**src/hw/rtl/rrw_pkg.sv**
```systemverilog
`timescale 1ns / 1ps
// ----------------------------------------------------------------------------
// rrw_pkg
// Shared constants, codes and types of the rotor router walk block.
// ----------------------------------------------------------------------------
package rrw_pkg;

  // graph and counter sizes
  localparam int unsigned MAX_VERTICES = 16;
  localparam int unsigned MAX_DEGREE   = 8;
  localparam int unsigned MAX_EDGE_IDS = 64;
  localparam int unsigned COUNT_WIDTH  = 32;

  // field widths
  localparam int unsigned OP_W     = 3;
  localparam int unsigned VTX_W    = 4;
  localparam int unsigned SLOT_W   = 3;
  localparam int unsigned EID_W    = 6;
  localparam int unsigned DEG_W    = 4;
  localparam int unsigned STATUS_W = 2;
  localparam int unsigned VCOUNT_W = 5;

  // slot table: neighbor and edge id packed per entry, addressed by {vertex, slot}
  localparam int unsigned TBL_DEPTH = MAX_VERTICES * MAX_DEGREE;
  localparam int unsigned TBL_W     = VTX_W + EID_W;

  localparam logic [VCOUNT_W-1:0] VCOUNT_RESET = VCOUNT_W'(16);
  localparam logic [VCOUNT_W-1:0] VCOUNT_LIMIT = VCOUNT_W'(MAX_VERTICES);

  // operation codes
  localparam logic [OP_W-1:0] OP_LOAD  = 3'd0;
  localparam logic [OP_W-1:0] OP_SET   = 3'd1;
  localparam logic [OP_W-1:0] OP_START = 3'd2;
  localparam logic [OP_W-1:0] OP_STEP  = 3'd3;
  localparam logic [OP_W-1:0] OP_READ  = 3'd4;

  // status codes
  localparam logic [STATUS_W-1:0] STATUS_OK      = 2'd0;
  localparam logic [STATUS_W-1:0] STATUS_BAD     = 2'd1;
  localparam logic [STATUS_W-1:0] STATUS_NO_EDGE = 2'd2;

  // input item
  typedef struct packed {
    logic [OP_W-1:0]   op;
    logic [VTX_W-1:0]  vertex;
    logic [SLOT_W-1:0] slot;
    logic [VTX_W-1:0]  neighbor;
    logic [EID_W-1:0]  edge_id;
    logic [DEG_W-1:0]  degree;
  } rrw_item_t;

  // result item
  typedef struct packed {
    logic [STATUS_W-1:0]    status;
    logic [VTX_W-1:0]       from_vertex;
    logic [VTX_W-1:0]       to_vertex;
    logic [EID_W-1:0]       crossed_edge;
    logic [SLOT_W-1:0]      slot_used;
    logic [COUNT_WIDTH-1:0] vertex_visits;
    logic [COUNT_WIDTH-1:0] edge_visits;
  } rrw_result_t;

  // controller to datapath commands
  typedef struct packed {
    logic capture;
    logic exec;
    logic tbl;
    logic cnt;
    logic emit;
  } rrw_cmd_t;

  // datapath to controller status
  typedef struct packed {
    logic go_step;
    logic go_read;
  } rrw_sts_t;

endpackage

```
**src/hw/rtl/rrw_ctrl.sv**
```systemverilog
`timescale 1ns / 1ps
// ----------------------------------------------------------------------------
// rrw_ctrl
// Sequencer: accepts an item, runs execute and, as needed, the table read and
// counter update phases, and tells the datapath when to deliver the result.
// ----------------------------------------------------------------------------
module rrw_ctrl
  import rrw_pkg::*;
(
  input  logic     clk_i,
  input  logic     rst_ni,
  input  logic     start,
  output logic     busy,
  input  rrw_sts_t sts_i,
  output rrw_cmd_t cmd_o
);

  localparam logic [1:0] S_IDLE = 2'd0;
  localparam logic [1:0] S_EXEC = 2'd1;
  localparam logic [1:0] S_TBL  = 2'd2;
  localparam logic [1:0] S_CNT  = 2'd3;

  logic [1:0] state_q, state_d;

  // next state
  always_comb begin
    state_d = state_q;
    unique case (state_q)
      S_IDLE: begin
        if (start) state_d = S_EXEC;
      end
      S_EXEC: begin
        if (sts_i.go_step) begin
          state_d = S_TBL;
        end else if (sts_i.go_read) begin
          state_d = S_CNT;
        end else begin
          state_d = S_IDLE;
        end
      end
      S_TBL: begin
        state_d = S_CNT;
      end
      S_CNT: begin
        state_d = S_IDLE;
      end
      default: begin
        state_d = S_IDLE;
      end
    endcase
  end

  always_ff @(posedge clk_i or negedge rst_ni) begin
    if (!rst_ni) begin
      state_q <= S_IDLE;
    end else begin
      state_q <= state_d;
    end
  end

  // commands
  assign busy          = (state_q != S_IDLE);
  assign cmd_o.capture = (state_q == S_IDLE) && start;
  assign cmd_o.exec    = (state_q == S_EXEC);
  assign cmd_o.tbl     = (state_q == S_TBL);
  assign cmd_o.cnt     = (state_q == S_CNT);
  assign cmd_o.emit    = ((state_q == S_EXEC) && !sts_i.go_step && !sts_i.go_read)
                         || (state_q == S_CNT);

  // checks
  a_accept_exec: assert property (@(posedge clk_i) disable iff (!rst_ni)
    cmd_o.capture |=> state_q == S_EXEC)
    else $error("accepted item did not enter execute");

  a_tbl_cnt: assert property (@(posedge clk_i) disable iff (!rst_ni)
    state_q == S_TBL |=> state_q == S_CNT)
    else $error("table read not followed by counter update");

  a_emit_idle: assert property (@(posedge clk_i) disable iff (!rst_ni)
    cmd_o.emit |=> state_q == S_IDLE)
    else $error("result delivered but sequencer still busy");

endmodule

```
**config.mk**
```make
export PLATFORM = sky130hd
export DESIGN_NAME = rrw_ctrl
export DESIGN_NICKNAME = d
export VERILOG_FILES = /design/src/hw/rtl/rrw_pkg.sv /design/src/hw/rtl/rrw_ctrl.sv
export SDC_FILE = /design/constraint.sdc
export NUM_CORES = 1
export LEC_CHECK = 0
export BUFFER_PORTS_ARGS = -buffer_cell sky130_fd_sc_hd__buf_2
export CAP_MARGIN = 15
export CORE_AREA = 2 2 39 41
export CTS_BUF_LIST = sky130_fd_sc_hd__clkbuf_8
export DETAILED_ROUTE_END_ITERATION = 10
export DIE_AREA = 0 0 41 43
export PLACE_DENSITY_LB_ADDON = 0.3
export SETUP_SLACK_MARGIN = 0.15
export SYNTH_ARGS = -nofsm -noshare
export SYNTH_HDL_FRONTEND = slang
export SYNTH_SLANG_ARGS = --single-unit
```
**constraint.sdc**
```tcl
create_clock -name clk_i -period 1.15 [get_ports clk_i]
set_input_delay 0.23 -clock clk_i [delete_from_list [all_inputs] [get_ports clk_i]]
set_output_delay 0.23 -clock clk_i [all_outputs]
set_load 0.01 [all_outputs]
```
==> results of run 1 <==
-- routing by layer --
layer,part of all wire [%],routed length [um]
met1,49,196
met2,30,121
met3,17,69
met4,3.7,15
met5,0,0
-- worst max-delay path by stage --
stage / endpoint / slack, ps / cells past startpoint
after floorplan: cmd_o[4] / 150 / 2
after global placement: cmd_o[4] / 30 / 3
after detailed placement: cmd_o[4] / 40 / 3
after CTS: cmd_o[4] / -130 / 3
after global routing: cmd_o[4] / -190 / 3
final: cmd_o[4] / -130 / 3
-- cells by family (layout without fill, tap and decap cells) --
logic type             Yosys count  count (layout)  synth area share [%]
AO/OA/AOI/OAI                    3               3                  22.6
buffers and inverters            2              20                  5.66
flip-flops                       2               2                  37.7
AND/OR/NAND/NOR                  7               7                  34.0
-- layout by cell type, fill, tap and decap left out --
cell | Yosys | routed
or2_4 | 0 | 1
or2_1 | 2 | 1
or3b_4 | 0 | 1
inv_1 | 2 | 2
buf_4 | 0 | 3
a21o_1 | 1 | 1
dlygate4sd3_1 | 0 | 1
a21boi_1 | 1 | 1
and2b_1 | 1 | 1
a2bb2oi_2 | 1 | 1
buf_2 | 0 | 8
buf_6 | 0 | 3
dfrtp_1 | 2 | 2
clkbuf_8 | 0 | 3
nor2b_4 | 0 | 1
nor2_4 | 0 | 1
and2_1 | 1 | 1
-- metrics by stage --
step           worst slack [ps]  utilization [%]  setup TNS [ps]  total power, mW
2_1_floorplan               145                -               0            0.375
4_1_cts                    -133             23.1            -428            0.980
5_1_grt                    -186             23.1            -681             1.04
6_report                   -134             23.1            -439            0.971
3_3_place_gp               33.7             15.4               0            0.505
3_5_place_dp               42.3             15.4               0            0.503
-- repair_timing --
action                                 in CTS  in global routing
pin swaps                                   2                  0
gates resized for setup                     6                  0
hold buffers                                1                  0
setup buffers                               4                  0
endpoints found under the hold margin       2                  0
setup endpoints to repair                   7                  8
-- worst max-delay path: stages, from the launching register on --
cell     delay [ps]
dfrtp_1         390
or2_4           280
nor2_4           80
buf_6           100
-- power groups by stage --
stage	registers, mW	logic (mW)	clock network, mW
after floorplan	0.144	0.232	0
after global placement	0.160	0.345	0
after detailed placement	0.158	0.345	0
after CTS	0.140	0.558	0.283
after global routing	0.147	0.603	0.293
final	0.141	0.553	0.277
-- layout make-up --
class,instances,area share [%]
clock buffers,3,12.9
inverters,2,2.34
multi-input cells,10,29.7
flip-flops and latches,2,15.6
well taps,16,6.25
repair buffers,15,33.2
==> results.json, run 1 <==
{
  "finalWeightedCongestion": 0.575,
  "power_report.internal_total_uw": 662,
  "ios": 11,
  "num_antenna_cells": 0,
  "worstSetupPathType": "reg2out",
  "worstHoldStart": "start",
  "grtUsageTotal_pct": 6.63,
  "grt_setup_unrepaired": "true",
  "post-route-cell-area_um2": 320,
  "fin_cells": 48,
  "tritoncts": "built",
  "first_pass_grt_wire_length_um": 662,
  "synth_commonest_cells": "dfrtp_1, inv_1, or2_1",
  "synth_enable_flop_cells": 0,
  "number_of_buffers_inserted_during_clock_tree_synthesis": 3,
  "max-vdd-ir-drop_mv": 0.820,
  "detailed_place_hpwl_um": 272,
  "drt_wirelength_um": 403,
  "drt-pass1-iter-count": 2,
  "dpl.cell_count": 40,
  "dieArea_um2": 1760,
  "synth_top_cells_by_area": "dfrtp_1, a2bb2oi_2, or2_1",
  "setup_ws_ps": -134,
  "drcViolationCount": 0,
  "p_comb_share_pct": 57.0,
  "async_flop_share_pct": 100,
  "grt_busiest_layer": "met4",
  "synth-seq-cells": 2,
  "ctsRootBufferMaster": "clkbuf_8",
  "ff2ff_path_depth": 3,
  "failed_checks": "negative setup slack",
  "chipHeight_um": 43,
  "drt.antenna.violating_nets": 0,
  "globalRouteMet3Util_pct": 6.28,
  "end_kind": "output pin",
  "design.final.nets": 39,
  "cts.clk_slew.worst_paths_ps": 30,
  "ys_types": 11,
  "timing.clock.skew_ps": 0.667,
  "post_synth_instance_area_um2": 133,
  "fp.dieW_um": 41,
  "wl_per_cell_um": 8.40,
  "timing.critical_path.arrival_ps": 1050,
  "timing.rr.end": "state_q[0]",
  "power_frac_clock_pct": 28.5,
  "power.sequential.fraction_pct": 14.5,
  "critical_path.startpoint": "state_q[0]",
  "final.period_utilization_pct": 112,
  "finish_stage_setup_viols": 5,
  "synthesis.instances": 14,
  "yosys_top_cell_by_area": "dfrtp_1",
  "core_region_area_um2": 1380,
  "worst_skew_pair.late_latency_ps": 210,
  "grt_use_met2_pct": 6.56,
  "detailroute.via_count": 163,
  "ctsLongestPathBuffers": 2,
  "maxSlewViolCount": 0,
  "grt_remaining_overflow": 0,
  "min_to": "state_q[0]",
  "tightestPinTransition_ps": 131,
  "max_cap_violations": 0,
  "ff_latch_area_um2": 50.0,
  "maximum_fanout_along_the_worst_path": 4,
  "postPlaceCellArea_um2": 213,
  "seq_area_frac_synth_pct": 37.7,
  "timing_hold_violations_final": 0,
  "yosysWarnings": 0,
  "multiInputGateArea_um2": 95.1,
  "antenna_found_initial": 0,
  "clock_tree.htree_level_count": 1,
  "worstHoldPathCells": 2,
  "drt-vias-per-instance": 3.40,
  "run_status": "finished, violations left",
  "post_synth_top_area_share_pct": 37.7,
  "post_route_cells_drive_above_1_share_pct": 68.8,
  "dr.first_iter.drc_count": 1,
  "hold_slack_ps": 282,
  "row_count": 14,
  "power-per-cell-area_nw_per_um2": 3030,
  "grtUsageMet1_pct": 6.75,
  "leak_pwr_nw": 0.166,
  "crit_required_ps": 920,
  "clock-sinks": 2,
  "final_period_minus_worst_setup_slack_ps": 1280,
  "net-switching-power_uw": 309,
  "first_global_vias": 169,
  "cp-start-kind": "flip-flop",
  "min-delay-path-class": "in2reg",
  "initial_core_util_pct": 9.58,
  "layout-area-overhead-vs-synth_pct": 142,
  "net_count_synth": 19,
  "grt_max_degree": 5,
  "maxClockFrequency_ghz": 0.779,
  "postSynthAreaPerCell_um2": 9.47,
  "fillCellCount": 150,
  "sw_share_pct": 31.8,
  "port-buffer-count": 10,
  "worst-r2r-setup-slack_ps": 60,
  "max_slew_margin_pct": 91.2,
  "ys.flop_type": "dfrtp_1"
}
Note: power is estimated with default switching activity, not from simulation.
==> run 2, diff against run 1 <==
REMOVE_ABC_BUFFERS = 1   (was not set)
==> results.json, run 2 (synthesis gave the netlist of run 1 again) <==
{
  "layout.cells.most_common": "buf_2",
  "dieArea_um2": 1760,
  "timing.rr.end": "state_q[0]",
  "design.final.nets": 41,
  "max-vdd-ir-drop_mv": 0.837,
  "fillCellCount": 158,
  "worstSetupPathType": "reg2out",
  "postPlaceCellArea_um2": 210,
  "maximum_fanout_along_the_worst_path": 3,
  "critPathCapture": "cmd_o[4]",
  "tritoncts": "built",
  "row_count": 14,
  "max_cap_violations": 0,
  "critPathTopFamily": "flip-flops",
  "worst-r2r-setup-slack_ps": 70,
  "clock_tree.htree_level_count": 1,
  "ctsLongestPathBuffers": 2,
  "finish_stage_setup_viols": 5,
  "mostFrequentLayoutCells": "buf_2, buf_4, clkbuf_8",
  "grtUsageTotal_pct": 6.33,
  "min-delay-path-class": "in2reg",
  "run_status": "finished, violations left",
  "grt_max_degree": 5,
  "tightestPinTransition_ps": 104,
  "num_antenna_cells": 0,
  "worst_skew_pair.late_latency_ps": 210,
  "cts.clk_slew.worst_paths_ps": 30,
  "setup_ws_ps": -139,
  "cp_num_buf_inv": 1,
  "fp.dieW_um": 41,
  "cp_num_cells": 3,
  "grt_use_met2_pct": 5.00,
  "critical_path.startpoint": "state_q[0]",
  "globalRouteMet3Util_pct": 6.28,
  "final.period_utilization_pct": 112,
  "drt-pass1-iter-count": 2,
  "max_slew_margin_pct": 93.1,
  "dp_worst_setup_slack_ps": 37.1,
  "layout-area-overhead-vs-synth_pct": 137,
  "initial_core_util_pct": 9.58,
  "timing.clock.skew_ps": 2.46,
  "port-buffer-count": 10,
  "crit_chain": "or2_1 -> nor2_1 -> buf_2",
  "ff2ff_path_depth": 3,
  "maxSlewViolCount": 0,
  "ff_latch_area_um2": 50.0,
  "crit_required_ps": 920,
  "grt_busiest_layer": "met1",
  "grt_setup_unrepaired": "true",
  "post-route-cell-area_um2": 314,
  "post_route_cells_drive_above_1_share_pct": 64.7,
  "failed_checks": "negative setup slack",
  "timing.critical_path.arrival_ps": 1060,
  "detailed_place_hpwl_um": 265,
  "power-per-cell-area_nw_per_um2": 3030,
  "crit_slowest_cell": "dfrtp_1",
  "dr.first_iter.drc_count": 1,
  "detailroute.via_count": 169,
  "drt.antenna.violating_nets": 0,
  "wl_per_cell_um": 7.80,
  "first_pass_grt_wire_length_um": 634,
  "number_of_buffers_inserted_during_clock_tree_synthesis": 3,
  "ctsRootBufferMaster": "clkbuf_8",
  "worstHoldStart": "start",
  "leak_pwr_nw": 0.170,
  "first_global_vias": 141,
  "drt-vias-per-instance": 3.38,
  "grt_remaining_overflow": 0,
  "finalWeightedCongestion": 0.577,
  "end_kind": "output pin",
  "multiInputGateArea_um2": 80.1,
  "clock-sinks": 2,
  "grtUsageMet1_pct": 8.36,
  "ios": 11,
  "maxClockFrequency_ghz": 0.776,
  "antenna_found_initial": 0,
  "timing_hold_violations_final": 0,
  "drt_wirelength_um": 390,
  "final_period_minus_worst_setup_slack_ps": 1290,
  "core_region_area_um2": 1380,
  "max_stage_delay_on_crit_path_ps": 380,
  "chipHeight_um": 43,
  "drcViolationCount": 0,
  "cp-start-kind": "flip-flop"
}
## run 2: changes by cell type in the layout (fill, tap and decap cells not counted)
cell / previous run / this run
nor2_1: 0 / 1
nor2b_2: 0 / 1
buf_6: 3 / 2
buf_2: 8 / 9
or2_1: 1 / 2
nor2_4: 1 / 0
buf_4: 3 / 5
nor2b_4: 1 / 0
or2_4: 1 / 0
## run 2: how the worst min path moves through the flow
stage                     cells after the start  slack, ps                    endpoint
final                                         2        280                  state_q[0]
after global routing                          2        300                  state_q[0]
after CTS                                     2        280                  state_q[0]
after detailed placement                      1         20  asynchronous set/reset pin
after global placement                        1         20  asynchronous set/reset pin
after floorplan                               0        -70  asynchronous set/reset pin
## run 2: power by group
group	internal, mW	switching, mW
clock	0.221	0.0514
combinational	0.335	0.209
sequential	0.108	0.0270
total	0.664	0.288
## run 2: final cells by class
type	instances	share of cell area, %
repair buffers	17	36.7
multi-input cells	10	25.5
flip-flops and latches	2	15.9
clock buffers	3	13.1
well taps	16	6.37
inverters	2	2.39
## run 2: through the flow
stage	utilization [%]	std cells	setup TNS [ps]	power, mW	hold WS [ps]
3_3_place_gp	15.2	41	0	0.498	20.9
3_5_place_dp	15.2	41	0	0.494	17.2
2_1_floorplan	-	14	0	0.340	-65.6
5_1_grt	22.7	50	-741	1.03	299
4_1_cts	21.7	49	-490	0.911	280
6_report	22.7	50	-447	0.951	284
## run 2: layer usage
metal,up-vias,wire length [um]
li1,86,-
met1,68,186
met2,13,118
met3,2,73
met4,0,11
met5,-,0
## run 2: repair_timing
action                                 4_1_cts  5_1_grt
hold buffers                                 1        0
resized for setup                            3        1
setup buffers                                4        1
pin swaps                                    3        2
endpoints found under the hold margin        2        0
setup endpoints to repair                    7        8
==> run 3, diff against run 2 <==
PLACE_DENSITY_LB_ADDON = 0.08   (was 0.3)
==> results.json, run 3 (synthesis gave the netlist of run 1 again) <==
{
  "maximum_fanout_along_the_worst_path": 3,
  "core_region_area_um2": 1380,
  "grt_max_degree": 6,
  "ff_latch_area_um2": 50.0,
  "grt_remaining_overflow": 0,
  "number_of_buffers_inserted_during_clock_tree_synthesis": 3,
  "layout-area-overhead-vs-synth_pct": 142,
  "ios": 11,
  "max-vdd-ir-drop_mv": 0.987,
  "fin_cells": 49,
  "antenna_found_initial": 0,
  "mostFrequentLayoutCells": "buf_2, buf_6, clkbuf_8, buf_4",
  "min-delay-path-class": "in2reg",
  "num_antenna_cells": 0,
  "dpl.cell_count": 41,
  "port-buffer-count": 10,
  "dp_worst_setup_slack_ps": 22.4,
  "worst_skew_pair.late_latency_ps": 210,
  "power-per-cell-area_nw_per_um2": 3080,
  "worstHoldStart": "start",
  "drt.antenna.violating_nets": 0,
  "max_cap_violations": 0,
  "tritoncts": "built",
  "final.period_utilization_pct": 112,
  "clock_tree.htree_level_count": 1,
  "cp-start-kind": "flip-flop",
  "drt-vias-per-instance": 3.41,
  "clock-sinks": 2,
  "maxSlewViolCount": 0,
  "final_period_minus_worst_setup_slack_ps": 1290,
  "crit_required_ps": 920,
  "post_route_cells_drive_above_1_share_pct": 66.7,
  "layout.cells.most_common": "buf_2",
  "leak_pwr_nw": 0.170,
  "dr.first_iter.drc_count": 3,
  "max_slew_margin_pct": 92.8,
  "wl_per_cell_um": 7.86,
  "post-route-cell-area_um2": 322,
  "end_kind": "output pin",
  "detailroute.via_count": 167,
  "multiInputGateArea_um2": 85.1,
  "worstHoldPathCells": 2,
  "run_status": "finished, violations left",
  "first_pass_grt_wire_length_um": 621,
  "fp.dieW_um": 41,
  "fillCellCount": 157,
  "drcViolationCount": 0,
  "ff2ff_path_depth": 4,
  "ctsLongestPathBuffers": 2,
  "finish_stage_setup_viols": 6,
  "failed_checks": "negative setup slack",
  "grtUsageTotal_pct": 5.93,
  "initial_core_util_pct": 9.58,
  "finalWeightedCongestion": 0.574,
  "worstSetupPathType": "reg2out",
  "tightestPinTransition_ps": 109,
  "cts.clk_slew.worst_paths_ps": 30,
  "chipHeight_um": 43,
  "detailed_place_hpwl_um": 280,
  "timing_hold_violations_final": 0,
  "drt_wirelength_um": 385,
  "timing.critical_path.arrival_ps": 1060,
  "first_global_vias": 172,
  "postPlaceCellArea_um2": 210,
  "design.final.nets": 40,
  "ctsRootBufferMaster": "clkbuf_8",
  "maxClockFrequency_ghz": 0.773,
  "min_to": "state_q[0]",
  "row_count": 14,
  "grt_setup_unrepaired": "true",
  "setup_ws_ps": -143,
  "worst-r2r-setup-slack_ps": 80,
  "drt-pass1-iter-count": 2,
  "dieArea_um2": 1760,
  "postLayoutCoreUtil_pct": 23.2,
  "timing.clock.skew_ps": 1.45
}
run 3: cell count changes in the layout (fill, tap and decap cells not counted):
cell | previous run | this run
and2_1 | 1 | 0
and2_4 | 0 | 1
buf_2 | 9 | 8
buf_4 | 5 | 3
buf_6 | 2 | 4
inv_1 | 2 | 1
inv_2 | 0 | 1
nor2b_2 | 1 | 0
nor2b_4 | 0 | 1
or3b_1 | 0 | 1
or3b_4 | 1 | 0
run 3: worst max path at each step:
stage,start,end,slack [ps]
detailed placement,flip-flop,cmd_o[4],20
floorplan,state_q[0],cmd_o[4],40
global route,flip-flop,cmd_o[4],-210
CTS,flip-flop,cmd_o[4],-160
global placement,flip-flop,cmd_o[4],40
finish,flip-flop,cmd_o[4],-140
run 3: timing repair:
item	in CTS	in global routing
endpoints found under the setup margin	7	7
hold buffers	1	0
gates resized for setup	2	6
pin swaps	1	3
setup buffers	2	2
endpoints found under the hold margin	2	0
run 3: per-layer routing:
metal / up-vias / share of wire [%] / GRT usage, %
met5: - / 0 / 0
met4: 0 / 0 / 8.00
met3: 0 / 10 / 3.14
met2: 5 / 53 / 7.50
met1: 79 / 36 / 5.48
li1: 83 / - / -
run 3: critical path, stage by stage (launching register included):
cell	delay, ps
dfrtp_1	390
or2_1	250
nor2_1	90
buf_2	130
run 3: layout make-up:
type | instances | share of cell area (%)
Clock buffer | 3 | 12.8
Timing Repair Buffer | 16 | 36.6
Inverter | 2 | 2.33
Sequential cell | 2 | 15.6
Tap cell | 16 | 6.23
Multi-Input combinational cell | 10 | 26.5
run 3: metrics by stage:
stage          TNS (ps)  power, mW  hold slack [ps]
2_1_floorplan         0      0.340            -65.6
3_3_place_gp          0      0.500             16.2
3_5_place_dp          0      0.502             17.5
4_1_cts            -616      0.864              303
5_1_grt            -732       1.07              319
6_report           -464      0.990              305
run 3: report_power, final:
group | leakage, nW | total [mW] | switching (mW) | internal, mW
logic | 0.125 | 0.581 | 0.223 | 0.358
registers | 0.0240 | 0.133 | 0.0256 | 0.107
clock network | 0.0216 | 0.275 | 0.0541 | 0.221
total | 0.170 | 0.990 | 0.303 | 0.687
